==> src/sv/akf_pkg.sv <==
// Shared types, constants and the update program of the altitude Kalman filter.
// Depends on nothing; every other file of the block imports it.
`default_nettype none

package akf_pkg;

   localparam int FRAC_BITS = 16;

   // Field widths of the channels and the register port.
   localparam int ACCEL_W    = 25;
   localparam int MM_W       = 16;
   localparam int TILT_W     = 17;
   localparam int STATE_W    = 32;
   localparam int MEAS_W     = 24;
   localparam int STEP_W     = 17;
   localparam int NOISE_W    = 21;
   localparam int CSR_IDX_W  = 3;
   localparam int CSR_DATA_W = 21;

   // Working widths of the sequencer.
   localparam int WORD_W    = 34;                 // scratch word
   localparam int DIVD_W    = WORD_W + FRAC_BITS; // scaled dividend
   localparam int RES_W     = 50;                 // serial unit result
   localparam int ACC_W     = 51;                 // accumulator
   localparam int CNT_W     = 6;
   localparam int MUL_STEPS = WORD_W;
   localparam int DIV_STEPS = DIVD_W;
   localparam int PC_W      = 6;
   localparam int MEM_AW    = 4;

   localparam logic [STEP_W-1:0]  STEP_RST    = STEP_W'(655);
   localparam logic [NOISE_W-1:0] VNOISE_RST  = NOISE_W'(9359);
   localparam logic [NOISE_W-1:0] BNOISE_RST  = NOISE_W'(6554);
   localparam logic [NOISE_W-1:0] RNOISE_RST  = NOISE_W'(16384);
   localparam logic [NOISE_W-1:0] GRAVITY_RST = NOISE_W'(642690);
   localparam logic [WORD_W-1:0]  MM_PER_M    = WORD_W'(1000);

   typedef enum logic [CSR_IDX_W-1:0] {
      CSR_STEP_TIME = 3'd0,
      CSR_VEL_NOISE = 3'd1,
      CSR_BIAS_NOISE = 3'd2,
      CSR_RANGE_NOISE = 3'd3,
      CSR_GRAVITY = 3'd4
   } csr_type;

   // Operand codes: the first sixteen are scratch memory slots.
   typedef enum logic [4:0] {
      SRC_X0 = 5'd0, SRC_X1 = 5'd1, SRC_X2 = 5'd2,
      SRC_P00 = 5'd3, SRC_P01 = 5'd4, SRC_P02 = 5'd5,
      SRC_P11 = 5'd6, SRC_P12 = 5'd7, SRC_P22 = 5'd8,
      SRC_T = 5'd9, SRC_U = 5'd10, SRC_Y = 5'd11, SRC_Z = 5'd12,
      SRC_L0 = 5'd13, SRC_L1 = 5'd14, SRC_L2 = 5'd15,
      SRC_ZERO = 5'd16, SRC_ONE = 5'd17, SRC_HALF = 5'd18, SRC_DT = 5'd19,
      SRC_VN = 5'd20, SRC_BN = 5'd21, SRC_RN = 5'd22, SRC_G = 5'd23,
      SRC_ACC = 5'd24, SRC_MM = 5'd25, SRC_TC = 5'd26, SRC_K1000 = 5'd27
   } src_type;

   typedef enum logic {OP_MUL = 1'b0, OP_DIV = 1'b1} op_type;

   typedef enum logic [1:0] {
      WM_NONE = 2'd0, WM_SAT32 = 2'd1, WM_SAT25 = 2'd2, WM_RAW = 2'd3
   } wmode_type;

   typedef enum logic [1:0] {
      BR_NONE = 2'd0, BR_NOVALID = 2'd1, BR_NOPOS = 2'd2, BR_END = 2'd3
   } br_type;

   typedef struct packed {
      op_type    op;
      src_type   a_sel;
      src_type   b_sel;
      src_type   c_sel;
      logic      chain;
      logic      neg;
      wmode_type wmode;
      src_type   dst;
      br_type    br;
   } instr_type;

   typedef struct packed {
      logic start;
      logic is_div;
   } akf_ctl_type;

   function automatic instr_type mk(input op_type op, input src_type a, input src_type b,
                                    input src_type c, input logic chain, input logic neg,
                                    input wmode_type wm, input src_type dst,
                                    input br_type br);
      instr_type r;
      r.op    = op;
      r.a_sel = a;
      r.b_sel = b;
      r.c_sel = c;
      r.chain = chain;
      r.neg   = neg;
      r.wmode = wm;
      r.dst   = dst;
      r.br    = br;
      return r;
   endfunction

   // dst = sat(base +/- a*b) for multiply steps, dst = sat(a*2^F / b) for divides.
   function automatic instr_type prog_rom(input logic [PC_W-1:0] pc);
      instr_type r;
      case (pc)
         6'd0:  r = mk(OP_MUL, SRC_DT, SRC_DT, SRC_ZERO, 1'b0, 1'b0, WM_SAT32, SRC_T, BR_NONE);
         6'd1:  r = mk(OP_MUL, SRC_T, SRC_HALF, SRC_ZERO, 1'b0, 1'b0, WM_SAT32, SRC_T, BR_NONE);
         6'd2:  r = mk(OP_MUL, SRC_ACC, SRC_ONE, SRC_ZERO, 1'b0, 1'b1, WM_NONE, SRC_U, BR_NONE);
         6'd3:  r = mk(OP_MUL, SRC_G, SRC_ONE, SRC_ZERO, 1'b1, 1'b1, WM_SAT25, SRC_U, BR_NONE);
         6'd4:  r = mk(OP_MUL, SRC_DT, SRC_X1, SRC_X0, 1'b0, 1'b0, WM_NONE, SRC_X0, BR_NONE);
         6'd5:  r = mk(OP_MUL, SRC_T, SRC_U, SRC_X0, 1'b1, 1'b1, WM_SAT32, SRC_X0, BR_NONE);
         6'd6:  r = mk(OP_MUL, SRC_DT, SRC_X2, SRC_X1, 1'b0, 1'b1, WM_NONE, SRC_X1, BR_NONE);
         6'd7:  r = mk(OP_MUL, SRC_DT, SRC_U, SRC_X1, 1'b1, 1'b1, WM_SAT32, SRC_X1, BR_NONE);
         6'd8:  r = mk(OP_MUL, SRC_DT, SRC_P01, SRC_P00, 1'b0, 1'b0, WM_SAT32, SRC_P00, BR_NONE);
         6'd9:  r = mk(OP_MUL, SRC_DT, SRC_P11, SRC_P01, 1'b0, 1'b0, WM_SAT32, SRC_P01, BR_NONE);
         6'd10: r = mk(OP_MUL, SRC_DT, SRC_P12, SRC_P02, 1'b0, 1'b0, WM_SAT32, SRC_P02, BR_NONE);
         6'd11: r = mk(OP_MUL, SRC_DT, SRC_P12, SRC_P11, 1'b0, 1'b1, WM_SAT32, SRC_P11, BR_NONE);
         6'd12: r = mk(OP_MUL, SRC_DT, SRC_P22, SRC_P12, 1'b0, 1'b1, WM_SAT32, SRC_P12, BR_NONE);
         6'd13: r = mk(OP_MUL, SRC_DT, SRC_P01, SRC_P00, 1'b0, 1'b0, WM_SAT32, SRC_P00, BR_NONE);
         6'd14: r = mk(OP_MUL, SRC_DT, SRC_P02, SRC_P01, 1'b0, 1'b1, WM_SAT32, SRC_P01, BR_NONE);
         6'd15: r = mk(OP_MUL, SRC_DT, SRC_P12, SRC_P11, 1'b0, 1'b1, WM_NONE, SRC_P11, BR_NONE);
         6'd16: r = mk(OP_MUL, SRC_VN, SRC_ONE, SRC_P11, 1'b1, 1'b0, WM_SAT32, SRC_P11, BR_NONE);
         6'd17: r = mk(OP_MUL, SRC_BN, SRC_ONE, SRC_P22, 1'b0, 1'b0, WM_SAT32, SRC_P22,
                       BR_NOVALID);
         6'd18: r = mk(OP_DIV, SRC_MM, SRC_K1000, SRC_ZERO, 1'b0, 1'b0, WM_SAT32, SRC_T, BR_NONE);
         6'd19: r = mk(OP_MUL, SRC_T, SRC_TC, SRC_ZERO, 1'b0, 1'b1, WM_SAT32, SRC_Y, BR_NONE);
         6'd20: r = mk(OP_MUL, SRC_RN, SRC_ONE, SRC_P00, 1'b0, 1'b0, WM_RAW, SRC_T, BR_NOPOS);
         6'd21: r = mk(OP_DIV, SRC_P00, SRC_T, SRC_ZERO, 1'b0, 1'b0, WM_SAT32, SRC_L0, BR_NONE);
         6'd22: r = mk(OP_DIV, SRC_P01, SRC_T, SRC_ZERO, 1'b0, 1'b0, WM_SAT32, SRC_L1, BR_NONE);
         6'd23: r = mk(OP_DIV, SRC_P02, SRC_T, SRC_ZERO, 1'b0, 1'b0, WM_SAT32, SRC_L2, BR_NONE);
         6'd24: r = mk(OP_MUL, SRC_X0, SRC_ONE, SRC_Y, 1'b0, 1'b1, WM_SAT32, SRC_Z, BR_NONE);
         6'd25: r = mk(OP_MUL, SRC_L0, SRC_Z, SRC_X0, 1'b0, 1'b0, WM_SAT32, SRC_X0, BR_NONE);
         6'd26: r = mk(OP_MUL, SRC_L1, SRC_Z, SRC_X1, 1'b0, 1'b0, WM_SAT32, SRC_X1, BR_NONE);
         6'd27: r = mk(OP_MUL, SRC_L2, SRC_Z, SRC_X2, 1'b0, 1'b0, WM_SAT32, SRC_X2, BR_NONE);
         6'd28: r = mk(OP_MUL, SRC_L2, SRC_P02, SRC_P22, 1'b0, 1'b1, WM_SAT32, SRC_P22, BR_NONE);
         6'd29: r = mk(OP_MUL, SRC_L1, SRC_P02, SRC_P12, 1'b0, 1'b1, WM_SAT32, SRC_P12, BR_NONE);
         6'd30: r = mk(OP_MUL, SRC_L1, SRC_P01, SRC_P11, 1'b0, 1'b1, WM_SAT32, SRC_P11, BR_NONE);
         6'd31: r = mk(OP_MUL, SRC_L0, SRC_P00, SRC_P00, 1'b0, 1'b1, WM_SAT32, SRC_P00, BR_NONE);
         6'd32: r = mk(OP_MUL, SRC_L0, SRC_P01, SRC_P01, 1'b0, 1'b1, WM_SAT32, SRC_P01, BR_NONE);
         6'd33: r = mk(OP_MUL, SRC_L0, SRC_P02, SRC_P02, 1'b0, 1'b1, WM_SAT32, SRC_P02, BR_END);
         default: r = mk(OP_MUL, SRC_ZERO, SRC_ZERO, SRC_ZERO, 1'b0, 1'b0, WM_NONE, SRC_X0,
                         BR_END);
      endcase
      return r;
   endfunction

endpackage

`default_nettype wire

==> src/sv/akf_req_if.sv <==
// Input channel of the altitude Kalman filter: one sensor tick per transfer.
// Depends on akf_pkg for the field widths.
`default_nettype none

interface akf_req_if import akf_pkg::*; ();
   logic                      valid;
   logic                      ready;
   logic signed [ACCEL_W-1:0] vertical_accel;
   logic                      range_valid;
   logic [MM_W-1:0]           range_mm;
   logic [TILT_W-1:0]         tilt_cosine;

   modport source(output valid, vertical_accel, range_valid, range_mm, tilt_cosine,
                  input ready);
   modport sink(input valid, vertical_accel, range_valid, range_mm, tilt_cosine,
                output ready);
endinterface

`default_nettype wire

==> src/sv/akf_rsp_if.sv <==
// Result channel of the altitude Kalman filter: one estimate per transfer.
// Depends on akf_pkg for the field widths.
`default_nettype none

interface akf_rsp_if import akf_pkg::*; ();
   logic                      valid;
   logic                      ready;
   logic signed [STATE_W-1:0] altitude;
   logic signed [STATE_W-1:0] vertical_velocity;
   logic signed [STATE_W-1:0] accel_bias;
   logic signed [MEAS_W-1:0]  measured_altitude;
   logic signed [ACCEL_W-1:0] net_accel;
   logic                      corrected;
   logic                      saturated;

   modport source(output valid, altitude, vertical_velocity, accel_bias, measured_altitude,
                  net_accel, corrected, saturated, input ready);
   modport sink(input valid, altitude, vertical_velocity, accel_bias, measured_altitude,
                net_accel, corrected, saturated, output ready);
endinterface

`default_nettype wire

==> src/sv/akf_serial_unit.sv <==
// Bit-serial multiplier (floor of product over 2^F) and restoring divider
// (truncated a*2^F / |b|). Depends on akf_pkg.
`default_nettype none

module akf_serial_unit import akf_pkg::*; (
   input  logic                     clock,
   input  logic                     reset,
   input  akf_ctl_type              ctl,
   input  logic signed [WORD_W-1:0] opa,
   input  logic signed [WORD_W-1:0] opb,
   output logic                     done,
   output logic signed [RES_W-1:0]  result
);

   logic                    busy_ff, post_ff, done_ff, div_ff, neg_ff;
   logic [CNT_W-1:0]        cnt_ff;
   logic [WORD_W-1:0]       dvs_ff;
   logic [WORD_W:0]         hi_ff;
   logic [DIVD_W-1:0]       lo_ff;
   logic signed [RES_W-1:0] result_ff;

   logic [WORD_W-1:0]         amag, bmag;
   logic [WORD_W+1:0]         msum;
   logic [WORD_W:0]           dtry;
   logic                      dge;
   logic [2*WORD_W:0]         prod;
   logic signed [2*WORD_W+1:0] prod_s;
   logic signed [DIVD_W:0]    quot_s;
   logic [CNT_W-1:0]          last;

   always_comb begin
      amag   = opa[WORD_W-1] ? WORD_W'(-opa) : WORD_W'(opa);
      bmag   = opb[WORD_W-1] ? WORD_W'(-opb) : WORD_W'(opb);
      msum   = {1'b0, hi_ff} + (lo_ff[0] ? (WORD_W+2)'(dvs_ff) : '0);
      dtry   = {hi_ff[WORD_W-1:0], lo_ff[DIVD_W-1]};
      dge    = dtry >= {1'b0, dvs_ff};
      prod   = {hi_ff, lo_ff[WORD_W-1:0]};
      prod_s = $signed({1'b0, prod});
      if (neg_ff) begin
         prod_s = -prod_s;
      end
      quot_s = $signed({1'b0, lo_ff});
      if (neg_ff) begin
         quot_s = -quot_s;
      end
      last = div_ff ? CNT_W'(DIV_STEPS - 1) : CNT_W'(MUL_STEPS - 1);
   end

   always_ff @(posedge clock) begin
      if (reset) begin
         busy_ff <= 1'b0;
         post_ff <= 1'b0;
         done_ff <= 1'b0;
      end else begin
         done_ff <= 1'b0;
         if (ctl.start) begin
            busy_ff <= 1'b1;
            cnt_ff  <= '0;
            div_ff  <= ctl.is_div;
            hi_ff   <= '0;
            if (ctl.is_div) begin
               neg_ff <= opa[WORD_W-1];
               dvs_ff <= bmag;
               lo_ff  <= {amag, {FRAC_BITS{1'b0}}};
            end else begin
               neg_ff <= opa[WORD_W-1] ^ opb[WORD_W-1];
               dvs_ff <= amag;
               lo_ff  <= DIVD_W'(bmag);
            end
         end else if (busy_ff) begin
            if (div_ff) begin
               hi_ff <= dge ? (dtry - {1'b0, dvs_ff}) : dtry;
               lo_ff <= {lo_ff[DIVD_W-2:0], dge};
            end else begin
               hi_ff <= msum[WORD_W+1:1];
               lo_ff <= {lo_ff[DIVD_W-1:WORD_W], msum[0], lo_ff[WORD_W-1:1]};
            end
            cnt_ff <= cnt_ff + CNT_W'(1);
            if (cnt_ff == last) begin
               busy_ff <= 1'b0;
               post_ff <= 1'b1;
            end
         end else if (post_ff) begin
            post_ff <= 1'b0;
            done_ff <= 1'b1;
            if (div_ff) begin
               result_ff <= RES_W'(quot_s);
            end else begin
               result_ff <= RES_W'(prod_s >>> FRAC_BITS);
            end
         end
      end
   end

   assign done   = done_ff;
   assign result = result_ff;

endmodule

`default_nettype wire

==> src/sv/altitude_kalman_filter.sv <==
// Three-state altitude Kalman filter, sequenced over one shared bit-serial unit.
// One tick is worked at a time. Synchronous active-high reset restores the
// register defaults, zeroes the state vector and sets the covariance to
// identity at once.
`default_nettype none

module altitude_kalman_filter import akf_pkg::*; (
   input  logic                  clock,
   input  logic                  reset,
   akf_req_if.sink               req_chan,
   akf_rsp_if.source             rsp_chan,
   input  logic                  csr_we,
   input  logic [CSR_IDX_W-1:0]  csr_index,
   input  logic [CSR_DATA_W-1:0] csr_wdata
);

   // The sequencer walks a fixed program. Each step fetches up to three operands
   // from the scratch memory or the fixed sources, runs one serial multiply or
   // divide, adds it to a base value and stores the sum as its write mode says.
   typedef enum logic [3:0] {
      S_IDLE, S_FA, S_FB, S_FC, S_GO, S_WAIT, S_ADD, S_WRITE, S_DONE
   } state_type;

   localparam logic signed [ACC_W-1:0] S32_MAX = ACC_W'(64'sd2147483647);
   localparam logic signed [ACC_W-1:0] S32_MIN = ACC_W'(-64'sd2147483648);
   localparam logic signed [ACC_W-1:0] S25_MAX = ACC_W'(64'sd16777215);
   localparam logic signed [ACC_W-1:0] S25_MIN = ACC_W'(-64'sd16777216);
   localparam logic signed [STATE_W-1:0] S24_MAX = STATE_W'(8388607);
   localparam logic signed [STATE_W-1:0] S24_MIN = STATE_W'(-8388608);
   localparam logic signed [WORD_W-1:0] ONE_Q  = WORD_W'(1) <<< FRAC_BITS;
   localparam logic signed [WORD_W-1:0] HALF_Q = WORD_W'(1) <<< (FRAC_BITS - 1);

   state_type state_ff;
   logic [PC_W-1:0] pc_ff;
   instr_type instr;

   // Configuration registers.
   logic [STEP_W-1:0]  step_time_ff;
   logic [NOISE_W-1:0] vel_noise_ff, bias_noise_ff, range_noise_ff, gravity_ff;

   // Latched input tick.
   logic signed [ACCEL_W-1:0] accel_ff;
   logic                      rv_ff;
   logic [MM_W-1:0]           mm_ff;
   logic [TILT_W-1:0]         tc_ff;

   // Scratch memory holding the state, covariance and temporaries. Slots that
   // were never written since reset read as their reset value.
   logic signed [WORD_W-1:0] mem [2**MEM_AW];
   logic [2**MEM_AW-1:0]     mem_valid_ff;
   logic signed [WORD_W-1:0] mem_q_ff;
   logic                     rd_valid_ff;
   src_type                  rd_addr, rd_sel_ff;
   logic                     mem_we;
   logic signed [WORD_W-1:0] wdata;
   logic                     wclip;

   logic signed [WORD_W-1:0] pick_val, opa_ff, opb_ff, opc_ff;
   logic signed [ACC_W-1:0]  acc_ff, base, term;
   logic                     unit_done;
   logic signed [RES_W-1:0]  unit_res;
   akf_ctl_type              unit_ctl;
   logic                     fin;

   // Per-tick flags and mirrors of the outputs.
   logic                       sat_ff, corr_ff;
   logic signed [STATE_W-1:0]  y_ff, x0_ff, x1_ff, x2_ff;
   logic signed [ACCEL_W-1:0]  u_ff;
   logic signed [MEAS_W-1:0]   ym;
   logic                       ym_clip;

   logic                       rsp_valid_ff;
   logic signed [STATE_W-1:0]  alt_out_ff, vel_out_ff, bias_out_ff;
   logic signed [MEAS_W-1:0]   meas_out_ff;
   logic signed [ACCEL_W-1:0]  net_out_ff;
   logic                       corr_out_ff, sat_out_ff;

   assign instr = prog_rom(pc_ff);

   always_comb begin
      case (state_ff)
         S_FA:    rd_addr = instr.a_sel;
         S_FB:    rd_addr = instr.b_sel;
         S_FC:    rd_addr = instr.c_sel;
         default: rd_addr = instr.a_sel;
      endcase
   end

   always_ff @(posedge clock) begin
      if (mem_we) begin
         mem[instr.dst[MEM_AW-1:0]] <= wdata;
      end
      mem_q_ff    <= mem[rd_addr[MEM_AW-1:0]];
      rd_valid_ff <= mem_valid_ff[rd_addr[MEM_AW-1:0]];
      rd_sel_ff   <= rd_addr;
   end

   always_ff @(posedge clock) begin
      if (reset) begin
         mem_valid_ff <= '0;
      end else if (mem_we) begin
         mem_valid_ff[instr.dst[MEM_AW-1:0]] <= 1'b1;
      end
   end

   // Operand selection for the word read in the previous cycle.
   always_comb begin
      case (rd_sel_ff)
         SRC_ZERO:  pick_val = '0;
         SRC_ONE:   pick_val = ONE_Q;
         SRC_HALF:  pick_val = HALF_Q;
         SRC_DT:    pick_val = WORD_W'(step_time_ff);
         SRC_VN:    pick_val = WORD_W'(vel_noise_ff);
         SRC_BN:    pick_val = WORD_W'(bias_noise_ff);
         SRC_RN:    pick_val = WORD_W'(range_noise_ff);
         SRC_G:     pick_val = WORD_W'(gravity_ff);
         SRC_ACC:   pick_val = WORD_W'(accel_ff);
         SRC_MM:    pick_val = WORD_W'(mm_ff);
         SRC_TC:    pick_val = WORD_W'(tc_ff);
         SRC_K1000: pick_val = MM_PER_M;
         default: begin
            if (rd_valid_ff) begin
               pick_val = mem_q_ff;
            end else if (rd_sel_ff == SRC_P00 || rd_sel_ff == SRC_P11 ||
                         rd_sel_ff == SRC_P22) begin
               pick_val = ONE_Q;
            end else begin
               pick_val = '0;
            end
         end
      endcase
   end

   assign unit_ctl.start  = (state_ff == S_GO);
   assign unit_ctl.is_div = (instr.op == OP_DIV);

   akf_serial_unit u_serial (
      .clock  (clock),
      .reset  (reset),
      .ctl    (unit_ctl),
      .opa    (opa_ff),
      .opb    (opb_ff),
      .done   (unit_done),
      .result (unit_res)
   );

   always_comb begin
      base = instr.chain ? acc_ff : ACC_W'(opc_ff);
      term = instr.neg ? -ACC_W'(unit_res) : ACC_W'(unit_res);
   end

   // Saturation of the accumulated sum on write-back.
   always_comb begin
      wclip = 1'b0;
      wdata = acc_ff[WORD_W-1:0];
      case (instr.wmode)
         WM_SAT32: begin
            if (acc_ff > S32_MAX) begin
               wclip = 1'b1;
               wdata = WORD_W'(S32_MAX);
            end else if (acc_ff < S32_MIN) begin
               wclip = 1'b1;
               wdata = WORD_W'(S32_MIN);
            end
         end
         WM_SAT25: begin
            if (acc_ff > S25_MAX) begin
               wclip = 1'b1;
               wdata = WORD_W'(S25_MAX);
            end else if (acc_ff < S25_MIN) begin
               wclip = 1'b1;
               wdata = WORD_W'(S25_MIN);
            end
         end
         default: wclip = 1'b0;
      endcase
      mem_we = (state_ff == S_WRITE) && (instr.wmode != WM_NONE);
   end

   // End of program: always at the last step, after the prediction when no
   // range sample came, and before the gains when the innovation variance is
   // not positive.
   always_comb begin
      case (instr.br)
         BR_NOVALID: fin = !rv_ff;
         BR_NOPOS:   fin = (acc_ff <= ACC_W'(0));
         BR_END:     fin = 1'b1;
         default:    fin = 1'b0;
      endcase
   end

   // The reported measurement is clipped to its narrower field.
   always_comb begin
      ym_clip = 1'b0;
      ym      = y_ff[MEAS_W-1:0];
      if (y_ff > S24_MAX) begin
         ym_clip = 1'b1;
         ym      = S24_MAX[MEAS_W-1:0];
      end else if (y_ff < S24_MIN) begin
         ym_clip = 1'b1;
         ym      = S24_MIN[MEAS_W-1:0];
      end
   end

   always_ff @(posedge clock) begin
      if (reset) begin
         state_ff       <= S_IDLE;
         pc_ff          <= '0;
         rsp_valid_ff   <= 1'b0;
         step_time_ff   <= STEP_RST;
         vel_noise_ff   <= VNOISE_RST;
         bias_noise_ff  <= BNOISE_RST;
         range_noise_ff <= RNOISE_RST;
         gravity_ff     <= GRAVITY_RST;
         x0_ff          <= '0;
         x1_ff          <= '0;
         x2_ff          <= '0;
         sat_ff         <= 1'b0;
         corr_ff        <= 1'b0;
      end else begin
         if (csr_we) begin
            case (csr_index)
               CSR_STEP_TIME:   step_time_ff   <= csr_wdata[STEP_W-1:0];
               CSR_VEL_NOISE:   vel_noise_ff   <= csr_wdata;
               CSR_BIAS_NOISE:  bias_noise_ff  <= csr_wdata;
               CSR_RANGE_NOISE: range_noise_ff <= csr_wdata;
               CSR_GRAVITY:     gravity_ff     <= csr_wdata;
               default:         ;
            endcase
         end

         if (rsp_valid_ff && rsp_chan.ready) begin
            rsp_valid_ff <= 1'b0;
         end

         case (state_ff)
            S_IDLE: begin
               if (req_chan.valid) begin
                  accel_ff <= req_chan.vertical_accel;
                  rv_ff    <= req_chan.range_valid;
                  mm_ff    <= req_chan.range_mm;
                  tc_ff    <= req_chan.tilt_cosine;
                  pc_ff    <= '0;
                  sat_ff   <= 1'b0;
                  corr_ff  <= 1'b0;
                  y_ff     <= '0;
                  state_ff <= S_FA;
               end
            end
            S_FA: state_ff <= S_FB;
            S_FB: begin
               opa_ff   <= pick_val;
               state_ff <= S_FC;
            end
            S_FC: begin
               opb_ff   <= pick_val;
               state_ff <= S_GO;
            end
            S_GO: begin
               opc_ff   <= pick_val;
               state_ff <= S_WAIT;
            end
            S_WAIT: begin
               if (unit_done) begin
                  state_ff <= S_ADD;
               end
            end
            S_ADD: begin
               acc_ff   <= base + term;
               state_ff <= S_WRITE;
            end
            S_WRITE: begin
               if (wclip) begin
                  sat_ff <= 1'b1;
               end
               if (mem_we) begin
                  case (instr.dst)
                     SRC_X0:  x0_ff <= wdata[STATE_W-1:0];
                     SRC_X1:  x1_ff <= wdata[STATE_W-1:0];
                     SRC_X2:  x2_ff <= wdata[STATE_W-1:0];
                     SRC_Y:   y_ff  <= wdata[STATE_W-1:0];
                     SRC_U:   u_ff  <= wdata[ACCEL_W-1:0];
                     default: ;
                  endcase
               end
               if (instr.br == BR_NOPOS && !fin) begin
                  corr_ff <= 1'b1;
               end
               pc_ff    <= pc_ff + PC_W'(1);
               state_ff <= fin ? S_DONE : S_FA;
            end
            S_DONE: begin
               // Hold the finished tick until the output register is free.
               if (!rsp_valid_ff || rsp_chan.ready) begin
                  rsp_valid_ff <= 1'b1;
                  alt_out_ff   <= x0_ff;
                  vel_out_ff   <= x1_ff;
                  bias_out_ff  <= x2_ff;
                  meas_out_ff  <= ym;
                  net_out_ff   <= u_ff;
                  corr_out_ff  <= corr_ff;
                  sat_out_ff   <= sat_ff | ym_clip;
                  state_ff     <= S_IDLE;
               end
            end
            default: state_ff <= S_IDLE;
         endcase
      end
   end

   assign req_chan.ready             = (state_ff == S_IDLE);
   assign rsp_chan.valid             = rsp_valid_ff;
   assign rsp_chan.altitude          = alt_out_ff;
   assign rsp_chan.vertical_velocity = vel_out_ff;
   assign rsp_chan.accel_bias        = bias_out_ff;
   assign rsp_chan.measured_altitude = meas_out_ff;
   assign rsp_chan.net_accel         = net_out_ff;
   assign rsp_chan.corrected         = corr_out_ff;
   assign rsp_chan.saturated         = sat_out_ff;

endmodule

`default_nettype wire
==> src/flat_wrapper.sv <==
// flat-port wrapper written by rule: the top's interface ports become plain ports
module altitude_kalman_filter_flat import akf_pkg::*;
  (clock, reset, csr_we, csr_index, csr_wdata, req_chan_valid, req_chan_vertical_accel, req_chan_range_valid, req_chan_range_mm, req_chan_tilt_cosine, req_chan_ready, rsp_chan_valid, rsp_chan_altitude, rsp_chan_vertical_velocity, rsp_chan_accel_bias, rsp_chan_measured_altitude, rsp_chan_net_accel, rsp_chan_corrected, rsp_chan_saturated, rsp_chan_ready);
  akf_req_if req_chan_i ();
  akf_rsp_if rsp_chan_i ();
  input  logic clock;
  input  logic reset;
  input  logic csr_we;
  input  logic [CSR_IDX_W-1:0] csr_index;
  input  logic [CSR_DATA_W-1:0] csr_wdata;
  input wire logic [$bits(req_chan_i.valid)-1:0] req_chan_valid;
  input wire logic [$bits(req_chan_i.vertical_accel)-1:0] req_chan_vertical_accel;
  input wire logic [$bits(req_chan_i.range_valid)-1:0] req_chan_range_valid;
  input wire logic [$bits(req_chan_i.range_mm)-1:0] req_chan_range_mm;
  input wire logic [$bits(req_chan_i.tilt_cosine)-1:0] req_chan_tilt_cosine;
  output wire logic [$bits(req_chan_i.ready)-1:0] req_chan_ready;
  output wire logic [$bits(rsp_chan_i.valid)-1:0] rsp_chan_valid;
  output wire logic [$bits(rsp_chan_i.altitude)-1:0] rsp_chan_altitude;
  output wire logic [$bits(rsp_chan_i.vertical_velocity)-1:0] rsp_chan_vertical_velocity;
  output wire logic [$bits(rsp_chan_i.accel_bias)-1:0] rsp_chan_accel_bias;
  output wire logic [$bits(rsp_chan_i.measured_altitude)-1:0] rsp_chan_measured_altitude;
  output wire logic [$bits(rsp_chan_i.net_accel)-1:0] rsp_chan_net_accel;
  output wire logic [$bits(rsp_chan_i.corrected)-1:0] rsp_chan_corrected;
  output wire logic [$bits(rsp_chan_i.saturated)-1:0] rsp_chan_saturated;
  input wire logic [$bits(rsp_chan_i.ready)-1:0] rsp_chan_ready;
  assign req_chan_i.valid = req_chan_valid;
  assign req_chan_i.vertical_accel = req_chan_vertical_accel;
  assign req_chan_i.range_valid = req_chan_range_valid;
  assign req_chan_i.range_mm = req_chan_range_mm;
  assign req_chan_i.tilt_cosine = req_chan_tilt_cosine;
  assign req_chan_ready = req_chan_i.ready;
  assign rsp_chan_valid = rsp_chan_i.valid;
  assign rsp_chan_altitude = rsp_chan_i.altitude;
  assign rsp_chan_vertical_velocity = rsp_chan_i.vertical_velocity;
  assign rsp_chan_accel_bias = rsp_chan_i.accel_bias;
  assign rsp_chan_measured_altitude = rsp_chan_i.measured_altitude;
  assign rsp_chan_net_accel = rsp_chan_i.net_accel;
  assign rsp_chan_corrected = rsp_chan_i.corrected;
  assign rsp_chan_saturated = rsp_chan_i.saturated;
  assign rsp_chan_i.ready = rsp_chan_ready;
  altitude_kalman_filter u_core (.clock(clock), .reset(reset), .req_chan(req_chan_i), .rsp_chan(rsp_chan_i), .csr_we(csr_we), .csr_index(csr_index), .csr_wdata(csr_wdata));
endmodule
==> config.mk <==
export PLATFORM = sky130hd
export DESIGN_NAME = altitude_kalman_filter_flat
export DESIGN_NICKNAME = d
export VERILOG_FILES = /design/src/sv/akf_pkg.sv /design/src/sv/akf_req_if.sv /design/src/sv/akf_rsp_if.sv /design/src/sv/akf_serial_unit.sv /design/src/sv/altitude_kalman_filter.sv /design/src/flat_wrapper.sv
export SDC_FILE = /design/constraint.sdc
export NUM_CORES = 2
export LEC_CHECK = 0
export BUFFER_PORTS_ARGS = -buffer_cell sky130_fd_sc_hd__buf_2
export CELL_PAD_IN_SITES_DETAIL_PLACEMENT = 1
export CELL_PAD_IN_SITES_GLOBAL_PLACEMENT = 1
export CORE_MARGIN = 8
export CORE_UTILIZATION = 46
export CTS_CLUSTER_DIAMETER = 80
export DETAILED_ROUTE_END_ITERATION = 10
export PLACE_DENSITY = 0.85
export REMOVE_ABC_BUFFERS = 1
export SLEW_MARGIN = 0
export SYNTH_ARGS = -nofsm -noshare
export SYNTH_HDL_FRONTEND = slang
export SYNTH_SLANG_ARGS = --single-unit
==> constraint.sdc <==
create_clock -name clock -period 12.4 [get_ports clock]
set_clock_uncertainty 0.15 [all_clocks]
set_input_delay 1.24 -clock clock [delete_from_list [all_inputs] [get_ports clock]]
set_output_delay 1.24 -clock clock [all_outputs]
set_load 0.005 [all_outputs]
==> out/results.ini <==
[sta]
hold_viol=0
final_max_slew_viol_count=21
finalSetupViolations=0
rsz0062_at_grt=no
fmax_mhz=164.9
period_needed_ns=6.064
finalCritPeriodShare_pct=48.90
relSlewSlack_pct=-3.604
tightest_slew_ns=1.548
worst_slack_ns=6.336

[setup_path]
r2r-start=u_core.u_serial.result[12]
worstSetupStartpointType=flip-flop
worst-path-max-fanout=7
critPathArrivalTime_ns=6.44
crit_type=flip-flop to flip-flop
r2r_cells=18
r2r_end=u_core.acc_ff[50]
reg2reg_slack_ns=6.34
setup.worst_path.end_class=flip-flop
cp.required_ns=12.78

[logic_synthesis]
ys_seq_area_share_pct=61.32
async_flop_share_pct=0
synth.distinct_cells=80
postSynthCellCount=5310
netlist_area_sq_um=65310
synth_edf_count=1137
synth-main-ff-cell=edfxtp_1
yosysWarnings=0
synth_seq_cells=1432
syn_avg_cell_area_sq_um=12.30

[place]
dp_hpwl_mm=144.7
io_buffers=236
preCtsSetupSlack_ns=6.432
place.gp.congestion=0.9471

[clocking]
root_buffer=clkbuf_16
cts_buffer_depth=3
cts.clk_slew.worst_paths_ns=0.06
cts_tree=built
cts_setup_buffers=0
cts_resized=0
insertion_delay_ns=0.81
ctsHoldBuffers=0
cts_buffers=150
h-tree-depth=4
clock_sinks=1432

[route]
ant_nets=0
drtPass1Iterations=8
routed_wl_mm=232.9
dr_total_vias=48580
vias_per_cell=6.450
drc=0
wire_per_inst_um=30.92
dr.first_iter.drc_count=5735

[power]
p_per_area_nw_per_um2=149.1
leakage_uw=0.02600
irDropWorstVdd_v=0.0002016

[global_routing]
grtUsageTotal_pct=29.29
antenna_found_initial=15
grt_overflow=0
grt_pass1_wl_mm=337.5
grt_max_degree=174
grt_pass1_vias=50350

[hold_path]
hold_class=flip-flop to flip-flop
min_to=u_core.rsp_chan.net_accel[19]
hold_start=u_core.u_ff[19]
min_path_cells=0

[floorplanning]
ios=237
die_x_um=392.8
core_area_sq_um=141200
die_h_um=392.8
rows=138
initial_utilization_pct=46.24
dieArea_sq_um=154300

[finish]
area_growth_pct=13.32
drive_above_1_share_pct=14.78
fin_nets=5738
mostFrequentLayoutCells=edfxtp_1 (1137), nand2_1 (674), nor2_1 (369)
num-fill-cells=14390
layout_commonest_cell=edfxtp_1
post-route-util_pct=52.40

[run]
maxCapViolCount=2

[outcome]
status=finished, violations left
violations=max-capacitance violations, max-slew violations

area by class of cell:
| type | instances | area [sq um] | area share, % |
|---|---|---|---|
| sequential | 1432 | 40050 | 54.12 |
| multi-input combinational | 3462 | 23970 | 32.38 |
| clock buffer | 214 | 4305 | 5.817 |
| tap | 1890 | 2365 | 3.195 |
| timing repair buffer | 331 | 1941 | 2.622 |
| clock inverter | 67 | 869.6 | 1.175 |
| inverter | 131 | 496.7 | 0.6712 |
| antenna | 5 | 12.51 | 0.01691 |
per-stage QoR:
step                      cell area [sq um]  hold slack (ns)  TNS, ns  power (uW)  std cells
final                                 74010           0.2737        0       11040       7532
after global routing                  74000           0.2759        0       11250       7528
after CTS                             73980           0.2737        0       11040       7526
after detailed placement              68810           0.2577        0        6291       7245
after global placement                68810           0.2554        0        6248       7245
after floorplan                       64240           0.2503   -79.91        5951       5025
how the worst max path moves through the flow:
| stage | from | slack (ns) | to | cells past startpoint |
|---|---|---|---|---|
| floorplan | rsp_chan_ready | -0.54 | u_core.rsp_chan.accel_bias[0] | 2 |
| global placement | u_core.u_serial.result[12] | 6.63 | u_core.acc_ff[50] | 18 |
| detailed placement | u_core.u_serial.result[12] | 6.43 | u_core.acc_ff[50] | 18 |
| CTS | u_core.u_serial.result[12] | 6.41 | u_core.acc_ff[50] | 18 |
| global route | u_core.u_serial.result[12] | 6.02 | u_core.acc_ff[50] | 18 |
| finish | u_core.u_serial.result[12] | 6.34 | u_core.acc_ff[50] | 18 |
worst max-delay path, stage by stage, from the launching register on:
cell       delay, ns
edfxtp_1        0.45
or3_1           0.42
or2_2           0.32
nor4_1          0.59
nand2b_1        0.29
nand2b_1        0.31
o41ai_1         0.37
xnor2_1         0.14
ha_1            0.41
a21o_1          0.21
a21o_1          0.18
a21oi_1         0.16
o2111ai_1       0.13
o32ai_1         0.50
o21ai_0         0.29
a31oi_1         0.37
a221o_1         0.26
o21ai_0         0.11
xnor2_1         0.14
cell families (layout without fill, tap and decap cells):
group                      count (synthesis)  in the layout  share of synthesized area, %
other                                      0              5                             0
and+or+nand+nor                         1542           1542                         10.80
buffers and inverters                    416            743                         2.393
adders and majority gates                142            142                         2.755
xor gates and xnor gates                 297            297                         3.983
muxes                                    269            269                         6.860
DFF                                     1432           1432                         61.32
AOI/OAI and AO/OA                       1212           1212                         11.89
layer usage:
layer / up-vias / global-route usage, % / routed length [um]
met4: 6 / 18.39 / 17820
met5: - / 0 / 37
met2: 3006 / 48.89 / 111800
met3: 901 / 5.969 / 20450
met1: 24360 / 34.68 / 82780
li1: 20310 / - / -
cell usage after synthesis, drive strengths merged (33+ instances only):
library cell,instances,share of area [%]
nor2,382,2.2
clkbuf,248,1.4
ha,139,2.7
nor3,43,0.33
and3,57,0.55
mux2i,91,1.4
mux2,39,0.67
o31ai,70,0.83
mux4,139,4.8
dfxtp,295,9.0
a211oi,113,1.3
a22oi,68,0.78
nor4,38,0.36
nand2b,39,0.37
nand2,674,3.9
or4,34,0.43
o21ai,235,1.8
a21o,107,1.2
or3,33,0.33
edfxtp,1137,52
buf,37,0.21
nand3b,40,0.46
a21oi,347,2.7
xnor2,164,2.2
a31oi,62,0.59
inv,126,0.72
nand4,35,0.34
xor2,133,1.8
nand3,70,0.54
registers in the layout, indices dropped and copies added, names as in the netlist, 26 cells and up:
register	count
u_core.acc_ff	51
u_core.instr	26
u_core.mem	544
u_core.mem_q_ff	34
u_core.opa_ff	34
u_core.opb_ff	34
u_core.opc_ff	34
u_core.rsp_chan.accel_bias	32
u_core.rsp_chan.altitude	32
u_core.rsp_chan.vertical_velocity	32
u_core.u_serial.dvs_ff	34
u_core.u_serial.hi_ff	35
u_core.u_serial.lo_ff	50
u_core.u_serial.result	50
u_core.x0_ff	32
u_core.x1_ff	32
u_core.x2_ff	32
u_core.y_ff	32
power breakdown:
part	switching [uW]	internal (uW)	leakage, uW
combinational	576	278	0.0108
sequential	113	5270	0.0126
clock	2040	2760	0.00253
Power figures use the tool's default switching activity.
